**src/rtl/pcpt_pkg.sv**
```systemverilog
`timescale 1ns / 1ps
`default_nettype none

package pcpt_pkg;

    // coordinate and register widths
    localparam int XY_W   = 24;
    localparam int THR_W  = 48;
    localparam int BAND_W = 23;
    localparam int CFG_DW = 48;
    localparam int CFG_IW = 1;

    // register indexes on the configuration port
    localparam logic [CFG_IW-1:0] REG_THRESHOLD = 1'b0;
    localparam logic [CFG_IW-1:0] REG_EDGE_BAND = 1'b1;

    // item modes
    localparam logic MODE_INSERT = 1'b0;
    localparam logic MODE_QUERY  = 1'b1;

    // Q2.22 constants, one bit wider than a coordinate
    localparam logic signed [XY_W:0] ONE_Q22   = 25'sd4194304;
    localparam logic signed [XY_W:0] Q22_MAX_W = 25'sd8388607;
    localparam logic signed [XY_W:0] Q22_MIN_W = -25'sd8388608;

    typedef enum logic [2:0] {
        ST_IDLE,
        ST_INSERT,
        ST_INS_DONE,
        ST_SCAN,
        ST_Q_DONE
    } t_state;

    // which entry of an insert is being written
    typedef enum logic [1:0] {
        PH_BASE,
        PH_PLUS,
        PH_MINUS
    } t_phase;

    typedef struct packed {
        logic   start;       // capture item, clear per-item state
        logic   ins_en;      // write one insert entry
        t_phase phase;
        logic   ins_result;  // load insert result
        logic   scan_en;     // run the query scan
        logic   q_result;    // load final query result
    } t_cmd;

    typedef struct packed {
        logic out_busy;   // output register holds a result that is not taken this cycle
        logic scan_done;  // nothing left to scan or touch limit reached
    } t_status;

endpackage

`default_nettype wire

```
**src/rtl/pcpt_ctrl.sv**
```systemverilog
`timescale 1ns / 1ps
`default_nettype none

module pcpt_ctrl (
    input  wire logic              i_clk,
    input  wire logic              i_rst_n,
    input  wire logic              i_in_valid,
    input  wire logic              i_mode,
    output logic                   o_in_ready,
    input  wire pcpt_pkg::t_status i_status,
    output pcpt_pkg::t_cmd         o_cmd
);

    pcpt_pkg::t_state r_state, n_state;
    pcpt_pkg::t_phase r_phase, n_phase;

    // state and insert step registers
    always_ff @(posedge i_clk) begin
        if (!i_rst_n) begin
            r_state <= pcpt_pkg::ST_IDLE;
            r_phase <= pcpt_pkg::PH_BASE;
        end else begin
            r_state <= n_state;
            r_phase <= n_phase;
        end
    end

    // next state and commands
    always_comb begin
        n_state          = r_state;
        n_phase          = r_phase;
        o_in_ready       = 1'b0;
        o_cmd.start      = 1'b0;
        o_cmd.ins_en     = 1'b0;
        o_cmd.phase      = r_phase;
        o_cmd.ins_result = 1'b0;
        o_cmd.scan_en    = 1'b0;
        o_cmd.q_result   = 1'b0;
        case (r_state)
            pcpt_pkg::ST_IDLE: begin
                o_in_ready = 1'b1;
                if (i_in_valid) begin
                    o_cmd.start = 1'b1;
                    n_phase     = pcpt_pkg::PH_BASE;
                    n_state     = (i_mode == pcpt_pkg::MODE_QUERY) ? pcpt_pkg::ST_SCAN
                                                                   : pcpt_pkg::ST_INSERT;
                end
            end
            pcpt_pkg::ST_INSERT: begin
                o_cmd.ins_en = 1'b1;
                case (r_phase)
                    pcpt_pkg::PH_BASE:  n_phase = pcpt_pkg::PH_PLUS;
                    pcpt_pkg::PH_PLUS:  n_phase = pcpt_pkg::PH_MINUS;
                    default: begin
                        n_phase = pcpt_pkg::PH_BASE;
                        n_state = pcpt_pkg::ST_INS_DONE;
                    end
                endcase
            end
            pcpt_pkg::ST_INS_DONE: begin
                if (!i_status.out_busy) begin
                    o_cmd.ins_result = 1'b1;
                    n_state          = pcpt_pkg::ST_IDLE;
                end
            end
            pcpt_pkg::ST_SCAN: begin
                o_cmd.scan_en = 1'b1;
                if (i_status.scan_done) begin
                    n_state = pcpt_pkg::ST_Q_DONE;
                end
            end
            pcpt_pkg::ST_Q_DONE: begin
                if (!i_status.out_busy) begin
                    o_cmd.q_result = 1'b1;
                    n_state        = pcpt_pkg::ST_IDLE;
                end
            end
            default: begin
                n_state = pcpt_pkg::ST_IDLE;
            end
        endcase
    end

endmodule

`default_nettype wire

```
**config.mk**
```make
export PLATFORM = sky130hd
export DESIGN_NAME = pcpt_ctrl
export DESIGN_NICKNAME = d
export VERILOG_FILES = /design/src/rtl/pcpt_pkg.sv /design/src/rtl/pcpt_ctrl.sv
export SDC_FILE = /design/constraint.sdc
export NUM_CORES = 1
export LEC_CHECK = 0
export BUFFER_PORTS_ARGS = -buffer_cell sky130_fd_sc_hd__buf_2
export CORE_AREA = 2 2 39 41
export CTS_CLUSTER_SIZE = 24
export DETAILED_ROUTE_END_ITERATION = 10
export DIE_AREA = 0 0 41 43
export PLACE_DENSITY_LB_ADDON = 0.2
export SETUP_SLACK_MARGIN = 0.02
export SLEW_MARGIN = 30
export SYNTH_ARGS = -nofsm -noshare
export SYNTH_HDL_FRONTEND = slang
export SYNTH_SLANG_ARGS = --single-unit
```
**constraint.sdc**
```tcl
create_clock -name i_clk -period 2.19 [get_ports i_clk]
set_input_delay 0.438 -clock i_clk [delete_from_list [all_inputs] [get_ports i_clk]]
set_output_delay 0.438 -clock i_clk [all_outputs]
set_load 0.02 [all_outputs]
```
==> impl_results.md <==
* Share of the synthesized area in the top cell type at approximately a third
* Die boundary width at around 40 um
* Slew at the pin with the worst max-slew slack at 0.520 ns
* Setup Fix Bufs, Post-CTS at 0
* Initial core utilization at between 20 and 25%
* Placer congestion estimate at approximately 0.67
* Number of flops mapped to enable cells by yosys at 0
* Share of synthesized area spent on multiplexers at 0%
* Result of the run: finished, final reports clean
* Top cells by area in the synthesized netlist: sky130_fd_sc_hd__dfxtp_1 32%, sky130_fd_sc_hd__inv_1 4.8%, sky130_fd_sc_hd__and2_1 4.0%, sky130_fd_sc_hd__and3_1 4.0%, sky130_fd_sc_hd__nor2b_1 4.0%
* Worst min path class: input port to flip-flop
* Data arrival time of the critical path at 1.34 ns
* Maximum capacitance violations at 0
* Post-synthesis net count at between 40 and 50
* Count of cells resized by post-cts repair at 0
* Top-Level Pins at 14
* Count of TritonRoute iterations in the first routing pass at 1
* Most frequent cell after synthesis: sky130_fd_sc_hd__dfxtp_1
* Post-synthesis cell type count at 24
* Overflow left after global routing at 0
* Buffers added on ports at 13
* Chip Height at 43 um
* Half-perimeter wire length after placement at ~570 um
* Routed WL at about 730 um
* Core area at approximately 1400 um2
* Proportion of register bits with asynchronous set or reset after synthesis at 0%
* Simple-gate portion of the synthesized area at between 40% and 50%
* Count of nets left with antenna violations after detail routing at 0
* Count of unresolved DRC violations after routing at 0
* Final critical delay including setup and external delays at 1.78 ns
* Highest Clock Rate at approximately 560 MHz
* Critical path class: flip-flop to primary output
* Diode insertion count for antenna repair at 0
* Die area at about 1800 um2
* Via count of the first global-routing pass at between 200 and 300
* Share of the core filled with cells in the final layout at between 30 and 40%
* Largest net degree at the start of global routing at 12
* Detailed-route vias per instance at between 4 and 5
* Compound-Gate Fraction of Synth Area at between 10% and 20%
* Top cells by instance count after synthesis: 5 x sky130_fd_sc_hd__dfxtp_1, 4 x sky130_fd_sc_hd__inv_1, 3 x sky130_fd_sc_hd__nand2_1, 3 x sky130_fd_sc_hd__nor2_1
* Max-slew violation count at 0
* Required time of the critical path at between 1.5 and 2 ns
* Critical path, cell by cell: or3b_4, inv_1, buf_2
* Post-Route Skew at 0.00783 ns
* Xor and xnor fraction of the mapped netlist area at 0%
* Global-route wire length before repair at about 1200 um
* Highest-delay cell along the critical path: sky130_fd_sc_hd__dfxtp_1
* Tot Pwr at 350 uW
* Primary FF master, synth: sky130_fd_sc_hd__dfxtp_1
* Worst IR Drop VDD at between 0.2 and 0.25 mV
* Gate count of the mapped netlist at 39
* TritonCTS clock tree: built
* Met1 global-route usage at between 10 and 15%
* Share of the clock period used by the worst path at 81.2%
* Leakage power at a little over 0.0002 uW
* Sequential cell area at roughly 100 um2
* # clock sinks at 5
* Hold-fix buffers, CTS at 0
* Antenna violations before repair at 0
* Number of rows created at floorplan at 14
* Type of element launching the critical path: flip-flop
* Clock insertion delay at the later pin of the skew report at approximately 0.25 ns
* Post-synthesis area per instance at approximately 8.0 um2
* Routed vias at between 300 and 400
* Most area-hungry cell type in the Yosys netlist: sky130_fd_sc_hd__dfxtp_1
* H-tree depth at 1
* Endpoint class of the critical path: primary output
* Combinational family with the most area after synthesis: simple AND/OR/NAND/NOR gates
* Number of synthesis warnings at 0
* Final-layout fill cell count at 167
* Post-synthesis share of cell area spent on full adders, half adders and majority gates at 0%
* Met3 demand-to-capacity share in global routing at under 10%
* Buffers from clock root to sink, at most at 2
* Hold Fails Final Rpt at 0
* Worst slew margin at 64.5%
* Crit-path max FO at 8
* Max incr delay on CP at 0.45 ns
* All-Layer GR Usage at a little over a tenth
* Layout cells sized above 1 at 36.4%
* Cell area after layout at roughly 420 um2
* Setup repair after global routing missed its margin: false
* Layout overhead on the synthesized area at 34.3%
* Clock transition at the registers of the reported paths at 0.04 ns
* Routing usage on met2 at between 10% and 20%
* DRT iter0 DRCs at 0
* Final count of negative-setup-slack endpoints at 0
* Clock buffers created by TritonCTS at 3
* Power Density at 841 nW/um2
* GR peak layer: met1
* Total negative slack at 0 ns
* Sequential-to-total area share from yosys stat at 32.3%
* Clk Tree Root Cell: sky130_fd_sc_hd__clkbuf_4
* Area used by multi-input combinational logic at 190 um2
* #FFs+latches synth at 5
* Instance area at placement at between 300 and 400 um2
* Net total in the final layout at 62
* Average routed wire per standard cell at between 10 and 15 um
* Synth Cell Area at 310 um2
-- cells in the final DEF, fill, tap and decap left out, drive strengths merged --
| cell | count |
|---|---|
| and2 | 2 |
| or3 | 1 |
| o21a | 1 |
| or3b | 1 |
| nor2 | 3 |
| dfxtp | 5 |
| nand2b | 1 |
| nor3 | 1 |
| and3 | 2 |
| or2 | 1 |
| o311ai | 1 |
| nor2b | 2 |
| or4 | 1 |
| o21ai | 1 |
| a2111oi | 1 |
| inv | 4 |
| nor4 | 1 |
| a21oi | 2 |
| buf | 13 |
| o32ai | 1 |
| nand2 | 3 |
| clkbuf | 4 |
| nor3b | 1 |
| o41ai | 1 |
| nor4b | 1 |
-- per-layer routing --
layer  wire length [um]  vias up
li1                   -      174
met1                348      147
met2                357        4
met3                 24        0
met4                  0        0
met5                  0        -
-- power breakdown --
| part | internal [uW] | switching [uW] | leakage, uW |
|---|---|---|---|
| sequential | 103 | 21.1 | 0.0000410 |
| combinational | 51.5 | 65.9 | 0.000146 |
| clock | 69.0 | 39.5 | 0.0000150 |
| total | 224 | 126 | 0.000202 |
-- per-stage QoR --
step	setup slack, ns	std cells	hold slack, ns
6_report	0.411	71	0.478
3_5_place_dp	0.656	67	0.503
3_3_place_gp	0.648	67	0.503
4_1_cts	0.397	71	0.468
2_1_floorplan	0.480	39	0.518
5_1_grt	0.304	71	0.470
-- cells by family (layout without fill, tap and decap cells) --
| group | count (synthesis) | after routing |
|---|---|---|
| buffers and inverters | 5 | 21 |
| DFF | 5 | 5 |
| AOI/OAI and AO/OA | 8 | 8 |
| and+or+nand+nor | 21 | 21 |
-- worst max-delay path, delay by kind of cell (launching register included) --
family                 cells  cell delay [ns]
DFF                        1             0.45
and+or+nand+nor            1             0.43
buffers and inverters      2             0.22
-- cell type report --
cell class	instances	area share, %
multi-input combinational	29	45.6
clock buffer	4	6.31
timing repair buffer	13	15.6
inverter	4	3.60
tap	16	4.80
sequential	5	24.0
-- state kept, by name (all words and copies together) (netlist names) --
signal   flops
r_phase      2
r_state      3
-- path summary, 6_finish.rpt --
path,depth (start not counted),end,startpoint,slack [ns]
max,3,o_cmd[5],r_state[0],0.41
min,2,r_state[2],i_rst_n,0.48
max reg2reg,4,r_state[1],r_state[1],0.71
min reg2reg,2,r_phase[0],r_phase[0],0.50
Power figures use the tool's default switching activity.
